==> src/design/fpgs_pkg.sv <==
// Shared constants, types and rule tables of the fuzzy PID gain scheduler.
// Depends on nothing; every other design file imports it.
package fpgs_pkg;

	localparam int FRAC_BITS  = 12;
	localparam int IN_W       = 16;
	localparam int GAIN_W     = 16;
	localparam int VW         = IN_W + 4;          // room for +/-3.0 while FRAC_BITS <= IN_W + 1
	localparam int WW         = FRAC_BITS + 1;     // weight 0..ONE
	localparam int PW         = 2 * WW;            // weight product
	localparam int TW         = PW + GAIN_W;       // product times level value
	localparam int SW         = TW + 2;            // sum of four terms
	localparam int SEG_W      = 3;
	localparam int CFG_IDX_W  = 4;
	localparam int NUM_LEVELS = 4;
	localparam int NUM_TERMS  = 4;
	localparam int NUM_SETS   = 7;

	typedef logic [SEG_W-1:0]  seg_t;
	typedef logic [WW-1:0]     weight_t;
	typedef logic [PW-1:0]     prod_t;
	typedef logic [1:0]        level_sel_t;
	typedef logic [GAIN_W-1:0] level_val_t;

	typedef level_val_t [NUM_LEVELS-1:0] level_bank_t;
	typedef prod_t      [NUM_TERMS-1:0]  prod_set_t;
	typedef level_sel_t [NUM_TERMS-1:0]  sel_set_t;

	localparam weight_t ONE_W     = WW'(1 << FRAC_BITS);
	localparam seg_t    SEG_FIRST = SEG_W'(0);
	localparam seg_t    SEG_LAST  = SEG_W'(5);

	typedef enum logic [CFG_IDX_W-1:0] {
		REG_KP_LEVEL_ZERO  = 4'd0,
		REG_KP_LEVEL_ONE   = 4'd1,
		REG_KP_LEVEL_TWO   = 4'd2,
		REG_KP_LEVEL_THREE = 4'd3,
		REG_KI_LEVEL_ZERO  = 4'd4,
		REG_KI_LEVEL_ONE   = 4'd5,
		REG_KI_LEVEL_TWO   = 4'd6,
		REG_KI_LEVEL_THREE = 4'd7
	} cfg_idx_t;

	typedef struct packed {
		logic ld_s3;
		logic ld_out;
	} defuzz_ctl_t;

	localparam level_bank_t KP_RESET = {16'd24576, 16'd16384, 16'd8192, 16'd0};
	localparam level_bank_t KI_RESET = {16'd41943, 16'd20972, 16'd10486, 16'd0};

	// rows: error set, columns: error-change set
	localparam level_sel_t KP_TABLE [NUM_SETS][NUM_SETS] = '{
		'{2'd3, 2'd3, 2'd3, 2'd3, 2'd3, 2'd3, 2'd3},
		'{2'd2, 2'd2, 2'd2, 2'd2, 2'd1, 2'd2, 2'd2},
		'{2'd1, 2'd1, 2'd1, 2'd1, 2'd1, 2'd1, 2'd1},
		'{2'd1, 2'd1, 2'd0, 2'd1, 2'd0, 2'd1, 2'd1},
		'{2'd0, 2'd0, 2'd1, 2'd0, 2'd0, 2'd1, 2'd0},
		'{2'd0, 2'd1, 2'd0, 2'd1, 2'd0, 2'd0, 2'd2},
		'{2'd3, 2'd3, 2'd3, 2'd3, 2'd3, 2'd3, 2'd3}
	};

	localparam level_sel_t KI_TABLE [NUM_SETS][NUM_SETS] = '{
		'{2'd0, 2'd0, 2'd0, 2'd0, 2'd0, 2'd0, 2'd0},
		'{2'd0, 2'd0, 2'd0, 2'd0, 2'd0, 2'd0, 2'd0},
		'{2'd0, 2'd0, 2'd0, 2'd0, 2'd0, 2'd0, 2'd0},
		'{2'd0, 2'd0, 2'd0, 2'd0, 2'd0, 2'd0, 2'd0},
		'{2'd0, 2'd0, 2'd0, 2'd0, 2'd0, 2'd0, 2'd0},
		'{2'd2, 2'd0, 2'd0, 2'd0, 2'd0, 2'd0, 2'd1},
		'{2'd3, 2'd3, 2'd3, 2'd3, 2'd3, 2'd3, 2'd3}
	};

endpackage

==> src/design/fpgs_fuzzify.sv <==
// Fuzzifier for one Q3.12 input: segment index and lower weight.
// Depends on fpgs_pkg.
module fpgs_fuzzify (
	input  logic signed [fpgs_pkg::IN_W-1:0] value,
	output fpgs_pkg::seg_t                   seg,
	output fpgs_pkg::weight_t                wl
);
	import fpgs_pkg::*;

	localparam logic signed [VW-1:0] POS3 = VW'(3 * (1 << FRAC_BITS));
	localparam logic signed [VW-1:0] NEG3 = -POS3;

	logic signed [VW-1:0] vx;
	logic        [VW-1:0] u;

	assign vx = VW'(value);
	assign u  = vx + POS3;

	// inside the range the lower weight is ONE minus the fraction past the breakpoint
	always_comb begin
		if (vx < NEG3) begin
			seg = SEG_FIRST;
			wl  = ONE_W;
		end else if (vx >= POS3) begin
			seg = SEG_LAST;
			wl  = '0;
		end else begin
			seg = u[FRAC_BITS +: SEG_W];
			wl  = ONE_W - {1'b0, u[FRAC_BITS-1:0]};
		end
	end

endmodule

==> config.mk <==
export PLATFORM = sky130hd
export DESIGN_NAME = fpgs_fuzzify
export DESIGN_NICKNAME = d
export VERILOG_FILES = /design/src/design/fpgs_pkg.sv /design/src/design/fpgs_fuzzify.sv
export SDC_FILE = /design/constraint.sdc
export NUM_CORES = 1
export LEC_CHECK = 0
export ABC_AREA = 1
export BUFFER_PORTS_ARGS = -buffer_cell sky130_fd_sc_hd__buf_4
export CAP_MARGIN = 20
export CORE_AREA = 10 10 47 49
export DETAILED_ROUTE_END_ITERATION = 6
export DIE_AREA = 0 0 57 59
export PLACE_DENSITY = 0.69
export SLEW_MARGIN = 20
export SYNTH_ARGS = -nofsm -noshare
export SYNTH_HDL_FRONTEND = slang
export SYNTH_SLANG_ARGS = --single-unit
==> constraint.sdc <==
create_clock -name vclk -period 1.9
set_clock_uncertainty 0.15 [all_clocks]
set_input_delay 0.38 -clock vclk [all_inputs]
set_output_delay 0.38 -clock vclk [all_outputs]
set_load 0.02 [all_outputs]
* Word-level counts from Yosys, hierarchy flattened
Cells that the tools add are included.
** Word-level totals
- Flip-flop bits (word level) :: 0
- Word-level logic and storage cells :: 8
- Output and inout port bits :: 16
- Input bits :: 16
** Cells by class
- $add $sub $neg :: 2
- Mux-type cells :: 4
- $lt $le $gt $ge :: 2
** Operators by type and width (number)
- $mux W13 :: 2
- $ge A16 B15 Y1 const B :: 1
- $lt A16 B15 Y1 const B :: 1
- $add A15 B15 Y15 const B :: 1
- $sub A13 B12 Y13 const A :: 1
- $mux W3 :: 2

* Depth between registers and ports, before layout
- Depth after elaboration :: 4
- Mapped depth :: 9
- Depth with buffers taken out :: 9

* Least setup slack after synthesis
OpenSTA, ideal clock, no wires.
- Kind :: in2out
- Start point :: in value[12] in the netlist's numbering
- End point :: out wl[3]
- Path buffers :: 0
- Stages on the path :: 6
- Slack :: -0.043 ns
- Data required time :: 1.370 ns
- Data arrival time :: 1.413 ns
- Path through :: ha_1 nor2_2 nor2_2 inv_2 nand2_2 nor3_1
** On the way
- Cells in the longest elaborated chain, start to end :: 3
- Elaborated cells between the ends (all ways) :: 4
- Classes of those cells :: order compare: 2; mux: 2
** Ends and longest elaborated chain
- start, declared :: line fpgs_fuzzify.sv:4 : input logic signed [fpgs_pkg::IN_W-1:0] value,
- $ge A16 B15 Y1 :: line fpgs_fuzzify.sv:24 : end else if (vx >= POS3) begin
- $mux W13 :: line fpgs_fuzzify.sv:24
- $mux W13 (*) :: line fpgs_fuzzify.sv:21 : if (vx < NEG3) begin
- end, declared :: line fpgs_fuzzify.sv:6 : output fpgs_pkg::weight_t wl
Every way passes the cells marked *; elsewhere a longest branch is shown, timed or not.

* Final worst setup path
- Start point :: in value[12] in the netlist's numbering
- End point :: out wl[6]
Same word-level chain as after synthesis.

==> impl_metrics.ini <==
[global_routing]
grt_max_degree = 8
antenna_found_initial = 0
grt_pass1_vias = 756
grt.overflow.total = 0
grt_pass1_wl_mm = 3.08
grt_usage_pct = 10.1

[sta]
min_period_over_period_pct = 100
setup_violations = 1
fin_crit_ns = 1.90
rsz0062_at_grt = yes
layout_setup_ws_ns = -0.00444
worst_pin_slew_ns = 0.203
relSlewSlack_pct = 86.3
finalHoldViolCount = 0
max_freq_mhz = 525
slew_violations = 0
whs_ns = 0.874

[cells_and_area]
syn_to_final_growth_pct = 120
final_util_pct = 70.6
fin_cells = 151
diodes = 0
nClkBuffers = 0
layout-drive-gt1-share_pct = 64.4
final_common_cell = buf_4
seq_area_um2 = 0
fin_area_um2 = 990
multi_input_area_um2 = 504
fillerInstances = 122
seq_cells = 0
nets = 156
final_cell_mix = buf_4, nor2_1, nand2_1, inv_1

[placement]
gp_congestion = 0.788
port_buffers = 32
placed_area_um2 = 767
dp_hpwl_mm = 1.37
place_inst = 146

[floorplanning]
initial_core_util_pct = 32.1
io_pins = 32
core-area_um2 = 1400
row_count = 14
die_h_um = 59
fp.dieW_um = 57
die_area_um2 = 3360

[synthesis]
yosysWarningCount = 0
syn-num-nets = 110
ys_seq_area_share_pct = 0
syn_area_um2 = 449
yosysTopAreaCellShare_pct = 17.5
yosys.cell_types.count = 15
syn_area_per_cell_um2 = 4.94
yosysTopAreaCell = nor2_1
syn_inst = 91
ys_top_cells_by_area = nor2_1, inv_1, nand2_1, ha_1, nor2_2

[drt]
ant_nets = 0
first_pass_iters = 3
wl_per_cell_um = 12.2
drt_iter0_markers = 6
wl_mm = 1.84
num_vias = 696
viasPerCell = 4.61
drc = 0

[setup_path]
end_kind = primary output
worst-endpoint-arrival_ns = 1.37
cp_max_fo = 7
crit_required_ns = 1.37
startpoint_type = input pin
cp_cell_sequence = buf_8, inv_4, ha_4, inv_2, nand2_2, nand2_4, inv_4, nor2_8, nand2_2, a21oi_2, buf_6
criticalPathCategory = input pin to primary output
path_delay_family = buffers and inverters
crit_path_top_delay_cell = ha_4
critPathBufInv = 5
slowest_delay_ns = 0.15

[power_and_ir_drop]
p_sw_share_pct = 53.0
powerDensity_nw_per_um2 = 265
p_int_uw = 123
ir_drop_mv = 0.179
p_sw_uw = 139
seqPwrFrac_pct = 0
power_frac_clock_pct = 0
leakage_uw = 0.000500
combPwrFrac_pct = 100.0

[outcome]
violations = setup timing
status = finished, violations left

[job]
drv_cap = 0

[worst_hold_path]
holdCritPathClass = input pin to primary output

[clock_network]
postCtsHoldBufs = 0
## cells by family after synthesis
kind of cell	count (synthesis)	share of synthesized area, %
and+or+nand+nor	59	64.9
buffers and inverters	20	16.7
AOI/OAI and AO/OA	9	10.0
adders and majority gates	3	8.36
## worst min-delay path, cell delays in order
cell and delay, ns:
buf_4 0.09, a21oi_2 0.05, buf_6 0.12
## cell usage after synthesis, drive strengths merged
library cell   n
nand2         21
nor3           4
o21ai          3
nor2          29
ha             3
inv           20
a21oi          6
nand3          5
## final timing paths
check,start,end,depth (start not counted)
hold / removal,value[6],wl[6],3
setup / recovery,value[12],wl[6],11
## power groups by stage
stage	clock network (uW)	logic [uW]	registers, uW
after floorplan	0	106	0
after global placement	0	200	0
after detailed placement	0	203	0
after CTS	0	231	0
after global routing	0	284	0
final	0	262	0
## repair_timing
item / 4_1_cts / 5_1_grt
pin swaps: 9 / 19
endpoints found under the setup margin: 13 / 15
gates resized for setup: 27 / 27
setup buffers: 3 / 2
## metal layers
layer / share of wire, % / GRT usage, % / up-vias
met5: 0 / 0 / -
met2: 55 / 20.0 / 18
met1: 37 / 10.2 / 314
met4: 0 / 0.671 / 0
li1: - / - / 364
met3: 8.5 / 3.65 / 0
## stage by stage
step | total power [uW] | TNS (ns) | setup WS [ns]
floorplan | 106 | -0.0299 | -0.0149
global placement | 200 | -0.347 | -0.0702
detailed placement | 203 | -0.596 | -0.0988
CTS | 231 | -0.0326 | -0.0241
global route | 284 | -0.461 | -0.0700
finish | 262 | -0.00444 | -0.00444
## final cells by class
type	instances	area share [%]
inverter	20	9.10
multi-input combinational	71	50.9
tap	16	2.02
timing repair buffer	44	37.9
Note: power is estimated with default switching activity, not from simulation.
