--- config.mk ---
export PLATFORM = sky130hd
export DESIGN_NAME = fpgs_cfg_regs
export DESIGN_NICKNAME = d
export VERILOG_FILES = /design/src/design/fpgs_pkg.sv /design/src/design/fpgs_cfg_regs.sv
export SDC_FILE = /design/constraint.sdc
export NUM_CORES = 1
export LEC_CHECK = 0
export BUFFER_PORTS_ARGS = -buffer_cell sky130_fd_sc_hd__buf_2
export CAP_MARGIN = 40
export CORE_MARGIN = 4
export CORE_UTILIZATION = 45
export CTS_CLUSTER_SIZE = 30
export DETAILED_ROUTE_END_ITERATION = 8
export GPL_TIMING_DRIVEN = 1
export PLACE_DENSITY = 0.72
export REMOVE_ABC_BUFFERS = 1
export SYNTH_ARGS = -nofsm -noshare
export SYNTH_HDL_FRONTEND = slang
export SYNTH_SLANG_ARGS = --single-unit
--- constraint.sdc ---
create_clock -name clk -period 2.62 [get_ports clk]
set_clock_uncertainty 0.15 [all_clocks]
set_input_delay 0.393 -clock clk [delete_from_list [all_inputs] [get_ports clk]]
set_output_delay 0.393 -clock clk [all_outputs]
set_load 0.03 [all_outputs]
--- src/design/fpgs_pkg.sv ---
// Shared constants, types and rule tables of the fuzzy PID gain scheduler.
// Depends on nothing; every other design file imports it.
package fpgs_pkg;

	localparam int FRAC_BITS  = 12;
	localparam int IN_W       = 16;
	localparam int GAIN_W     = 16;
	localparam int VW         = IN_W + 4;          // room for +/-3.0 while FRAC_BITS <= IN_W + 1
	localparam int WW         = FRAC_BITS + 1;     // weight 0..ONE
	localparam int PW         = 2 * WW;            // weight product
	localparam int TW         = PW + GAIN_W;       // product times level value
	localparam int SW         = TW + 2;            // sum of four terms
	localparam int SEG_W      = 3;
	localparam int CFG_IDX_W  = 4;
	localparam int NUM_LEVELS = 4;
	localparam int NUM_TERMS  = 4;
	localparam int NUM_SETS   = 7;

	typedef logic [SEG_W-1:0]  seg_t;
	typedef logic [WW-1:0]     weight_t;
	typedef logic [PW-1:0]     prod_t;
	typedef logic [1:0]        level_sel_t;
	typedef logic [GAIN_W-1:0] level_val_t;

	typedef level_val_t [NUM_LEVELS-1:0] level_bank_t;
	typedef prod_t      [NUM_TERMS-1:0]  prod_set_t;
	typedef level_sel_t [NUM_TERMS-1:0]  sel_set_t;

	localparam weight_t ONE_W     = WW'(1 << FRAC_BITS);
	localparam seg_t    SEG_FIRST = SEG_W'(0);
	localparam seg_t    SEG_LAST  = SEG_W'(5);

	typedef enum logic [CFG_IDX_W-1:0] {
		REG_KP_LEVEL_ZERO  = 4'd0,
		REG_KP_LEVEL_ONE   = 4'd1,
		REG_KP_LEVEL_TWO   = 4'd2,
		REG_KP_LEVEL_THREE = 4'd3,
		REG_KI_LEVEL_ZERO  = 4'd4,
		REG_KI_LEVEL_ONE   = 4'd5,
		REG_KI_LEVEL_TWO   = 4'd6,
		REG_KI_LEVEL_THREE = 4'd7
	} cfg_idx_t;

	typedef struct packed {
		logic ld_s3;
		logic ld_out;
	} defuzz_ctl_t;

	localparam level_bank_t KP_RESET = {16'd24576, 16'd16384, 16'd8192, 16'd0};
	localparam level_bank_t KI_RESET = {16'd41943, 16'd20972, 16'd10486, 16'd0};

	// rows: error set, columns: error-change set
	localparam level_sel_t KP_TABLE [NUM_SETS][NUM_SETS] = '{
		'{2'd3, 2'd3, 2'd3, 2'd3, 2'd3, 2'd3, 2'd3},
		'{2'd2, 2'd2, 2'd2, 2'd2, 2'd1, 2'd2, 2'd2},
		'{2'd1, 2'd1, 2'd1, 2'd1, 2'd1, 2'd1, 2'd1},
		'{2'd1, 2'd1, 2'd0, 2'd1, 2'd0, 2'd1, 2'd1},
		'{2'd0, 2'd0, 2'd1, 2'd0, 2'd0, 2'd1, 2'd0},
		'{2'd0, 2'd1, 2'd0, 2'd1, 2'd0, 2'd0, 2'd2},
		'{2'd3, 2'd3, 2'd3, 2'd3, 2'd3, 2'd3, 2'd3}
	};

	localparam level_sel_t KI_TABLE [NUM_SETS][NUM_SETS] = '{
		'{2'd0, 2'd0, 2'd0, 2'd0, 2'd0, 2'd0, 2'd0},
		'{2'd0, 2'd0, 2'd0, 2'd0, 2'd0, 2'd0, 2'd0},
		'{2'd0, 2'd0, 2'd0, 2'd0, 2'd0, 2'd0, 2'd0},
		'{2'd0, 2'd0, 2'd0, 2'd0, 2'd0, 2'd0, 2'd0},
		'{2'd0, 2'd0, 2'd0, 2'd0, 2'd0, 2'd0, 2'd0},
		'{2'd2, 2'd0, 2'd0, 2'd0, 2'd0, 2'd0, 2'd1},
		'{2'd3, 2'd3, 2'd3, 2'd3, 2'd3, 2'd3, 2'd3}
	};

endpackage

--- src/design/fpgs_cfg_regs.sv ---
// Level value registers for kp and ki, written over the configuration port.
// Depends on fpgs_pkg.
module fpgs_cfg_regs (
	input  logic                           clk,
	input  logic                           arst_n,
	input  logic                           cfg_valid,
	input  logic [fpgs_pkg::CFG_IDX_W-1:0] cfg_index,
	input  logic [fpgs_pkg::GAIN_W-1:0]    cfg_data,
	output fpgs_pkg::level_bank_t          kp_bank,
	output fpgs_pkg::level_bank_t          ki_bank
);
	import fpgs_pkg::*;

	level_bank_t kp_bank_q;
	level_bank_t ki_bank_q;

	always_ff @(posedge clk or negedge arst_n) begin
		if (!arst_n) begin
			kp_bank_q <= KP_RESET;
			ki_bank_q <= KI_RESET;
		end else if (cfg_valid) begin
			unique case (cfg_idx_t'(cfg_index))
				REG_KP_LEVEL_ZERO:  kp_bank_q[0] <= cfg_data;
				REG_KP_LEVEL_ONE:   kp_bank_q[1] <= cfg_data;
				REG_KP_LEVEL_TWO:   kp_bank_q[2] <= cfg_data;
				REG_KP_LEVEL_THREE: kp_bank_q[3] <= cfg_data;
				REG_KI_LEVEL_ZERO:  ki_bank_q[0] <= cfg_data;
				REG_KI_LEVEL_ONE:   ki_bank_q[1] <= cfg_data;
				REG_KI_LEVEL_TWO:   ki_bank_q[2] <= cfg_data;
				REG_KI_LEVEL_THREE: ki_bank_q[3] <= cfg_data;
				default: ;  // unmapped index, dropped
			endcase
		end
	end

	assign kp_bank = kp_bank_q;
	assign ki_bank = ki_bank_q;

endmodule

# After elaboration in Yosys (flattened, before gate mapping)
# Index checks and enable logic that the tools add are counted.
[word_totals]
out_inout_bits = 128
reg_bits = 128
wordCells = 24
[op_classes]
n_reduce_logical = 9
n_eq_ne = 7
[op_table]
columns = ["op", "count"]
rows = [
  ["$eq 4x3->1 const B", 4],
  ["$reduce_and 2->1", 8],
  ["$eq 4x2->1 const B", 2],
  ["$eq 4x1->1 const B", 1],
  ["$logic_not 4->1", 1],
]

# Logic depth before layout (Yosys ltp)
# Gate-level depths: netlist of the first run.
[logic_depth]
word_depth = 2
mapped_depth = 6
ltp_nobuf = 3

# Least setup slack after synthesis of the first run
# OpenSTA, ideal clock, no wires.
[synth_path]
path_kind = "input -> register"
from = "input port cfg_index[3] in the netlist's numbering"
to = "register kp_bank_q (netlist bit kp_bank[53])"
cell_stages = 5
arrival_time_ns = 1.497
setup_time_ns = 0.125
path_slack_ns = 0.848
cell_sequence = "nor3b_4 > and3_2 > buf_6 > buf_12 > mux2_2"
[synth_via]
elab_chain_len = 2
[synth_lines]
columns = ["item", "line_no", "text"]
rows = [
  ["start: declaration", "fpgs_cfg_regs.sv:7", "input logic [fpgs_pkg::CFG_IDX_W-1:0] cfg_index,"],
  ["$eq 4x2->1", "fpgs_cfg_regs.sv:22", "unique case (cfg_idx_t'(cfg_index))"],
  ["$reduce_and 2->1 (no line)", "-", ""],
  ["end: declaration", "fpgs_cfg_regs.sv:14", "level_bank_t kp_bank_q;"],
]
# No other way between the ends.
# A chain may end at the register's enable or synchronous reset.

# Worst setup path after layout of the first run
[layout_path]
from = "register kp_bank_q (netlist bit kp_bank[61])"
to = "output port kp_bank[61] in the netlist's numbering"
[layout_rtl]
columns = ["item", "line_no", "text"]
rows = [
  ["end: declaration", "fpgs_cfg_regs.sv:9", "output fpgs_pkg::level_bank_t kp_bank,"],
]
# No word-level cell between the ends.

==> impl_metrics.ini, run 1 <==
[timing]
fin_setup_tns_ns = 0
period_share_pct = 67.9
maxSlewViolCount = 0
relSlewSlack_pct = 55.1
grt_setup_unrepaired = false
max_freq_ghz = 0.562
tightest_slew_ns = 0.673
final.min_clock_period_ns = 1.78
finalSetupViolCount = 0
setup_ws_ns = 0.841
finalHoldViolCount = 0

[final_layout]
antennaDiodeCount = 0
mostFrequentLayoutCells = buf_2 (149), mux2_2 (125), dfrtp_1 (98)
area_delta_synth_final_pct = 30.9
final_nets = 468
drive_above_1_share_pct = 77.1
final_cell_area_um2 = 6450
final_common_cell = buf_2

[setup_path]
startpoint_type = register
cp_num_buf_inv = 1
crit_arrival_ns = 1.24
cpLargestDelayFamily = flip-flops
critPathMaxStageDelay_ns = 0.54
required_ns = 2.08
crit_slowest_cell = dfstp_2
critPathMaxFanout = 2
worstPathCellList = buf_2
end_kind = output port
path_class = reg2out

[job]
maxCapViolCount = 0

[clock_tree]
clk_latency_ns = 0.50
h-tree-depth = 4
clk_pin_slew_ns = 0.06
cts_resized = 0
cts-buffers-inserted = 17
cts-root-buf = clkbuf_8
clkSinkCount = 128
post_cts.repair.setup_buffers = 0
cts_tree = yes
ctsHoldBuffers = 1
clk_path_buf_depth = 2

[place]
place.gp.congestion = 0.718
dp_slack_ns = 0.524
placedInstanceArea_um2 = 5830
io_buffers = 150
hpwl_um = 7410

[route]
wl_per_cell_um = 19.1
drc_errors = 0
wl_um = 11400
vias = 3012
drt_iter0_drc = 110
drtAntennaViolNets = 0
vias_per_cell = 5.07
firstDrtPassIters = 5

[synth]
synth-seq-area-share_pct = 65.7
avgSynthCellArea_um2 = 17.6
synth_cells = 280
ys_ff_latch = 128
yosys_warnings = 0
synth_cell_types = 17
syn_area_um2 = 4930

[floorplan]
core_region_area_um2 = 10500
start_util_pct = 46.9
die_x_um = 113
dieArea_um2 = 12700
rows = 37
io_pins = 151
die_h_um = 113

[global_routing]
grt_start_max_net_pins = 129
grt_pass1_vias = 3254
grt_pass1_wl_um = 18300
grt_overflow = 0
grt_usage_pct = 18.6
antenna_found_initial = 0

[min_path]
hp-class = in2reg

[power_and_ir_drop]
power.leakage_nw = 3.15
worst_ir_drop_vdd_uv = 496
power.density_nw_per_um2 = 1110

[outcome]
outcome = finished clean
[layout make-up]
cell class,count,area (um2)
fillers,787,4050
flip-flops and latches,128,3240
multi-input cells,140,1590
repair buffers,158,841
clock buffers,20,455
well taps,136,170
clock inverters,12,156
[through the flow]
| step | utilization [%] | hold slack [ns] | instances | power, W |
|---|---|---|---|---|
| global route | 61.4 | 0.0570 | 594 | 0.00748 |
| CTS | 61.4 | 0.0366 | 594 | 0.00725 |
| finish | 61.4 | 0.0638 | 594 | 0.00716 |
| detailed placement | 55.5 | 0.330 | 561 | 0.00482 |
| global placement | 55.5 | 0.321 | 561 | 0.00478 |
| floorplan | - | -0.0526 | 268 | 0.00413 |
[worst paths after layout]
path / start / endpoint / slack (ns) / depth (start not counted)
worst max-delay path: kp_bank[61] / kp_bank[61] / 0.84 / 1
worst min-delay path: cfg_data[12] / ki_bank[12] / 0.06 / 2
worst max register to register: kp_bank[20] / kp_bank[20] / 1.67 / 1
worst min register to register: ki_bank[12] / ki_bank[12] / 0.34 / 1
max in group asynchronous: arst_n / ki_bank[31] / 1.43 / 3
min in group asynchronous: arst_n / ki_bank[13] / 0.39 / 3
[where the power goes]
group | internal (W) | total, W | switching (W)
Combinational | 0.000672 | 0.00202 | 0.00135
Clock | 0.00153 | 0.00239 | 0.000862
Sequential | 0.00252 | 0.00275 | 0.000231
[synthesized netlist by cell type (all sizes together)]
cell	number	area share, %
dfstp	30	16
dfrtp	98	50
and3	1	0.15
nand2b	1	0.13
buf	11	1.9
nor2	2	0.20
nor3b	3	1.1
nand2	2	0.20
mux2	128	29
nand3b	3	1.2
clkbuf	1	0.10
[registers in the layout, indices dropped and copies added, names as in the netlist]
signal and flops:
ki_bank 64, kp_bank 64
[cell families after synthesis]
group / after synthesis / share of synthesized area [%]
buffers and inverters: 12 / 2.03
multiplexers: 128 / 29.2
AND/OR/NAND/NOR: 12 / 3.04
flip-flops: 128 / 65.7
[routing by layer]
metal  GRT usage [%]  vias to the layer above  routed length (um)
met5               0                        -                   0
met4            5.13                        0                 112
met3            6.52                        9                 892
met2            30.0                      114                5510
met1            24.0                     1546                4840
li1                -                     1343                   -
Note: power is estimated with default switching activity, not from simulation.
==> run 2, diff against run 1 <==
Settings changed: PLACE_DENSITY 0.72 to 0.75.
Clock period 2.62 ns to 1.5 ns, I/O delays scaled along.
==> run 2 against run 1 <==
Compared with the run above:
- the flow now finishes with violations (negative setup slack)
- utilization rose by 5.0 points
- via count rose by 4.8%
- largest cell class unchanged
- critical path type unchanged
- wire length up 7.2%
- clock power grew 60%
- sequential share of layout area shrank 3.8 points
- critical endpoint is now ki_bank[39]
==> impl_metrics.ini, run 2 (synthesis gave the netlist of run 1 again) <==
[route]
vias = 3158
drtAntennaViolNets = 0
drc_errors = 0
vias_per_cell = 5.01
drt_iter0_drc = 112
wl_per_cell_um = 19.3
firstDrtPassIters = 6
wl_um = 12200

[timing]
fin_setup_tns_ns = -1.21
final.min_clock_period_ns = 1.56
setup_ws_ns = -0.0607
maxSlewViolCount = 0
finalHoldViolCount = 0
tightest_slew_ns = 0.373
relSlewSlack_pct = 75.1
finalSetupViolCount = 30
period_share_pct = 104
grt_setup_unrepaired = true
worst_hold_slack_ns = 0.0423
max_freq_ghz = 0.641

[final_layout]
fill_cells = 750
final_nets = 505
final_common_cell = mux2_2
area_delta_synth_final_pct = 41.6
drive_above_1_share_pct = 74.7
utilization_pct = 66.5
antennaDiodeCount = 0
mostFrequentLayoutCells = mux2_2 (125), buf_2 (110), dfrtp_1 (98)

[floorplan]
start_util_pct = 46.9
die_x_um = 113
core_region_area_um2 = 10500
rows = 37
io_pins = 151
dieArea_um2 = 12700
die_h_um = 113

[power_and_ir_drop]
power.leakage_nw = 3.37
power.density_nw_per_um2 = 1810
worst_ir_drop_vdd_uv = 1080
p_total_w = 0.0126

[global_routing]
grt_pass1_vias = 3487
grt_overflow = 0
antenna_found_initial = 0
grt_pass1_wl_um = 19500
grt_start_max_net_pins = 56
grt_usage_pct = 19.9

[min_path]
hp-class = in2async

[place]
dp_slack_ns = -0.143
hpwl_um = 8550
io_buffers = 150
place.gp.congestion = 0.783

[setup_path]
cp-startpoint = ki_bank[39]
required_ns = 1.12
crit_slowest_cell = dfstp_2
r2r_start = ki_bank[23]
critPathMaxFanout = 2
cp_num_buf_inv = 1
end_kind = output port
path_class = reg2out
worstPathCellList = buf_6
critPathMaxStageDelay_ns = 0.55
cpLargestDelayFamily = flip-flops
startpoint_type = register
crit_arrival_ns = 1.19

[clock_tree]
clk_pin_slew_ns = 0.05
clk_latency_ns = 0.50
cts-buffers-inserted = 17
clkSinkCount = 128
cts_tree = yes
cts-root-buf = clkbuf_8
clk_path_buf_depth = 2
h-tree-depth = 4

[outcome]
violations = negative setup slack
outcome = finished with violations

[job]
maxCapViolCount = 0
## run 2: repair_timing
item / CTS / global route
setup endpoints to repair: 31 / 39
hold buffers: 17 / 0
hold endpoints to repair: 226 / 0
resized for setup: 61 / 18
setup buffers: 2 / 3
## run 2: area by class of cell
| class | instances | area (um2) | share of cell area [%] |
|---|---|---|---|
| clock inverter | 7 | 85.1 | 1.22 |
| multi-input combinational | 140 | 1590 | 22.8 |
| timing repair buffer | 195 | 1430 | 20.4 |
| clock buffer | 24 | 470 | 6.74 |
| tap | 136 | 170 | 2.44 |
| sequential | 128 | 3240 | 46.4 |
## run 2: worst paths after layout
check                      slack, ns     endpoint  depth (start not counted)
setup reg to reg                0.41  ki_bank[23]                          3
min in group clk                0.16  kp_bank[16]                          4
max in group asynchronous       0.50  ki_bank[18]                          3
hold / removal                  0.04   kp_bank[4]                          2
setup / recovery               -0.06  ki_bank[39]                          1
hold reg to reg                 0.34  ki_bank[12]                          1
## run 2: power breakdown
group	switching (W)	total [W]	internal (W)
Sequential	0.000469	0.00487	0.00440
Clock	0.00134	0.00382	0.00247
Combinational	0.00241	0.00393	0.00152
Total	0.00422	0.0126	0.00839
## run 2: metal layers
metal  track usage [%]  share of wire [%]  vias to the layer above
li1                  -                  -                     1407
met5                 0                  0                        -
met1              26.0                 43                     1631
met4              6.57                1.1                        0
met2              32.2                 49                      108
met3              5.56                6.2                       12
## run 2: stage by stage
stage / instance area (um2) / std cells
3_5_place_dp: 6000 / 577
2_1_floorplan: 4830 / 268
4_1_cts: 6930 / 627
5_1_grt: 6980 / 630
3_3_place_gp: 6000 / 577
6_report: 6980 / 630
==> run 3, diff against run 2 <==
Settings changed: ABC_CLOCK_PERIOD_IN_PS set to 1500, CTS_BUF_LIST set to sky130_fd_sc_hd__clkbuf_16, PLACE_DENSITY 0.75 to not set, PLACE_DENSITY_LB_ADDON set to 0.25.
==> run 3 against run 2 <==
Compared with the run above:
- the flow now finishes without violations
- setup slack better by 0.092 ns
- worst hold slack worse by 0.023 ns
- first-iteration DRC count down 13%
- cell area down 1.1%
- sequential power down 0.8%
- combinational power down 4%
- sequential share of layout area up 0.50 points
- critical endpoint is now kp_bank[62]
- highest routed layer unchanged
==> impl_metrics.ini, run 3 (synthesis gave the netlist of run 1 again) <==
[final_layout]
antennaDiodeCount = 0
fill_cells = 745
final_nets = 497
multi_input_area_um2 = 1590
area_delta_synth_final_pct = 40.1
drive_above_1_share_pct = 76.0
mostFrequentLayoutCells = mux2_2 (125), buf_2 (119), dfrtp_1 (98)
seq_area_um2 = 3240
final_common_cell = mux2_2

[min_path]
min-delay-start = cfg_data[2]
worstHoldPathCells = 2
hp-class = in2reg
hold_end = kp_bank[34]

[power_and_ir_drop]
power_frac_comb_pct = 29.3
power.leakage_nw = 3.34
power.density_nw_per_um2 = 1860
swShare_pct = 33.5
p_total_w = 0.0128
worst_ir_drop_vdd_uv = 903
p_int_w = 0.00854
p_sw_w = 0.00429
pwr-share-clk_pct = 33.1
seqPwrFrac_pct = 37.6

[route]
vias_per_cell = 5.09
drt_iter0_drc = 97
firstDrtPassIters = 4
drc_errors = 0
wl_um = 11900
wl_per_cell_um = 19.2
drtAntennaViolNets = 0
vias = 3169

[floorplan]
io_pins = 151
core_region_area_um2 = 10500
rows = 37
die_x_um = 113
start_util_pct = 46.9
die_h_um = 113
dieArea_um2 = 12700

[setup_path]
crit_arrival_ns = 1.09
reg2reg_depth = 1
end_kind = output port
required_ns = 1.12
r2r_start = ki_bank[14]
critPathMaxStageDelay_ns = 0.54
crit_slowest_cell = dfstp_2
startpoint_type = register
path_class = reg2out
cpLargestDelayFamily = flip-flops
worstPathCellList = buf_4
r2r_end = ki_bank[14]
critPathMaxFanout = 2
cp_num_buf_inv = 1
r2r_slack_ns = 0.57

[outcome]
outcome = finished clean

[place]
io_buffers = 150
place.gp.congestion = 0.749
dp_slack_ns = -0.142
hpwl_um = 8370

[clock_tree]
clk_path_buf_depth = 2
h-tree-depth = 4
clk_latency_ns = 0.40
clk_pin_slew_ns = 0.05
clkSinkCount = 128
cts-buffers-inserted = 17
cts-root-buf = clkbuf_16
post_cts.repair.setup_buffers = 0
cts_tree = yes

[timing]
max_freq_ghz = 0.681
setup_ws_ns = 0.0313
finalHoldViolCount = 0
grt_setup_unrepaired = false
tightest_slew_ns = 0.365
finalSetupViolCount = 0
relSlewSlack_pct = 75.7
period_share_pct = 97.9
final.min_clock_period_ns = 1.47
maxSlewViolCount = 0

[global_routing]
grt_pass1_vias = 3298
antenna_found_initial = 0
grt_usage_pct = 19.7
grt_overflow = 0
grt_start_max_net_pins = 26
grt_pass1_wl_um = 19100

[job]
maxCapViolCount = 0
-- run 3: cell types whose count changed in the layout (fill, tap and decap cells not counted) --
cell / change
buf_2: +9
clkinv_4: +3
buf_4: +7
clkbuf_16: +1
clkinvlp_4: +4
clkbuf_1: -4
buf_12: +3
bufinv_16: +2
clkinv_2: -3
dlygate4sd3_1: -6
clkinv_1: +2
buf_6: -21
clkbuf_8: -4
-- run 3: per-stage QoR --
stage	std cells	TNS (ns)	util [%]	hold WS [ns]	instance area, um2
finish	623	0	65.7	0.0193	6910
global route	623	0	65.7	0.0228	6910
CTS	623	0	65.4	0.00894	6880
detailed placement	580	-8.83	57.7	0.0182	6060
global placement	580	-7.97	57.7	0.0138	6060
floorplan	268	-4.21	-	-0.221	4830
-- run 3: layer usage --
layer	track usage [%]	wire length, um
met5	0	0
met4	5.29	102
met3	7.75	989
met2	29.5	5480
met1	27.0	5360
-- run 3: repair_timing --
item	in CTS	in global routing
endpoints found under the setup margin	30	9
hold buffers	11	0
gates resized for setup	32	9
endpoints found under the hold margin	151	0
-- run 3: layout make-up --
cell class | count | area share [%]
well taps | 136 | 2.46
multi-input cells | 140 | 23.0
clock buffers | 17 | 6.16
flip-flops and latches | 128 | 46.9
repair buffers | 187 | 18.6
clock inverters | 15 | 2.81
-- run 3: power by group through the flow --
stage | Combinational (W) | Clock, W | Sequential (W)
5_1_grt | 0.00397 | 0.00450 | 0.00494
2_1_floorplan | 0.000734 | 0 | 0.00648
3_3_place_gp | 0.00358 | 0 | 0.00482
6_report | 0.00376 | 0.00424 | 0.00483
3_5_place_dp | 0.00363 | 0 | 0.00485
4_1_cts | 0.00377 | 0.00433 | 0.00483
-- run 3: worst max path at each step --
stage,startpoint,to,slack (ns),depth (start not counted)
2_1_floorplan,cfg_index[3],ki_bank[32],-0.11,3
3_3_place_gp,cfg_index[3],kp_bank[48],-0.12,5
3_5_place_dp,cfg_index[3],ki_bank[51],-0.14,6
4_1_cts,ki_bank[49],ki_bank[49],0.004,1
5_1_grt,ki_bank[21],ki_bank[21],0.002,1
6_report,kp_bank[62],kp_bank[62],0.03,1
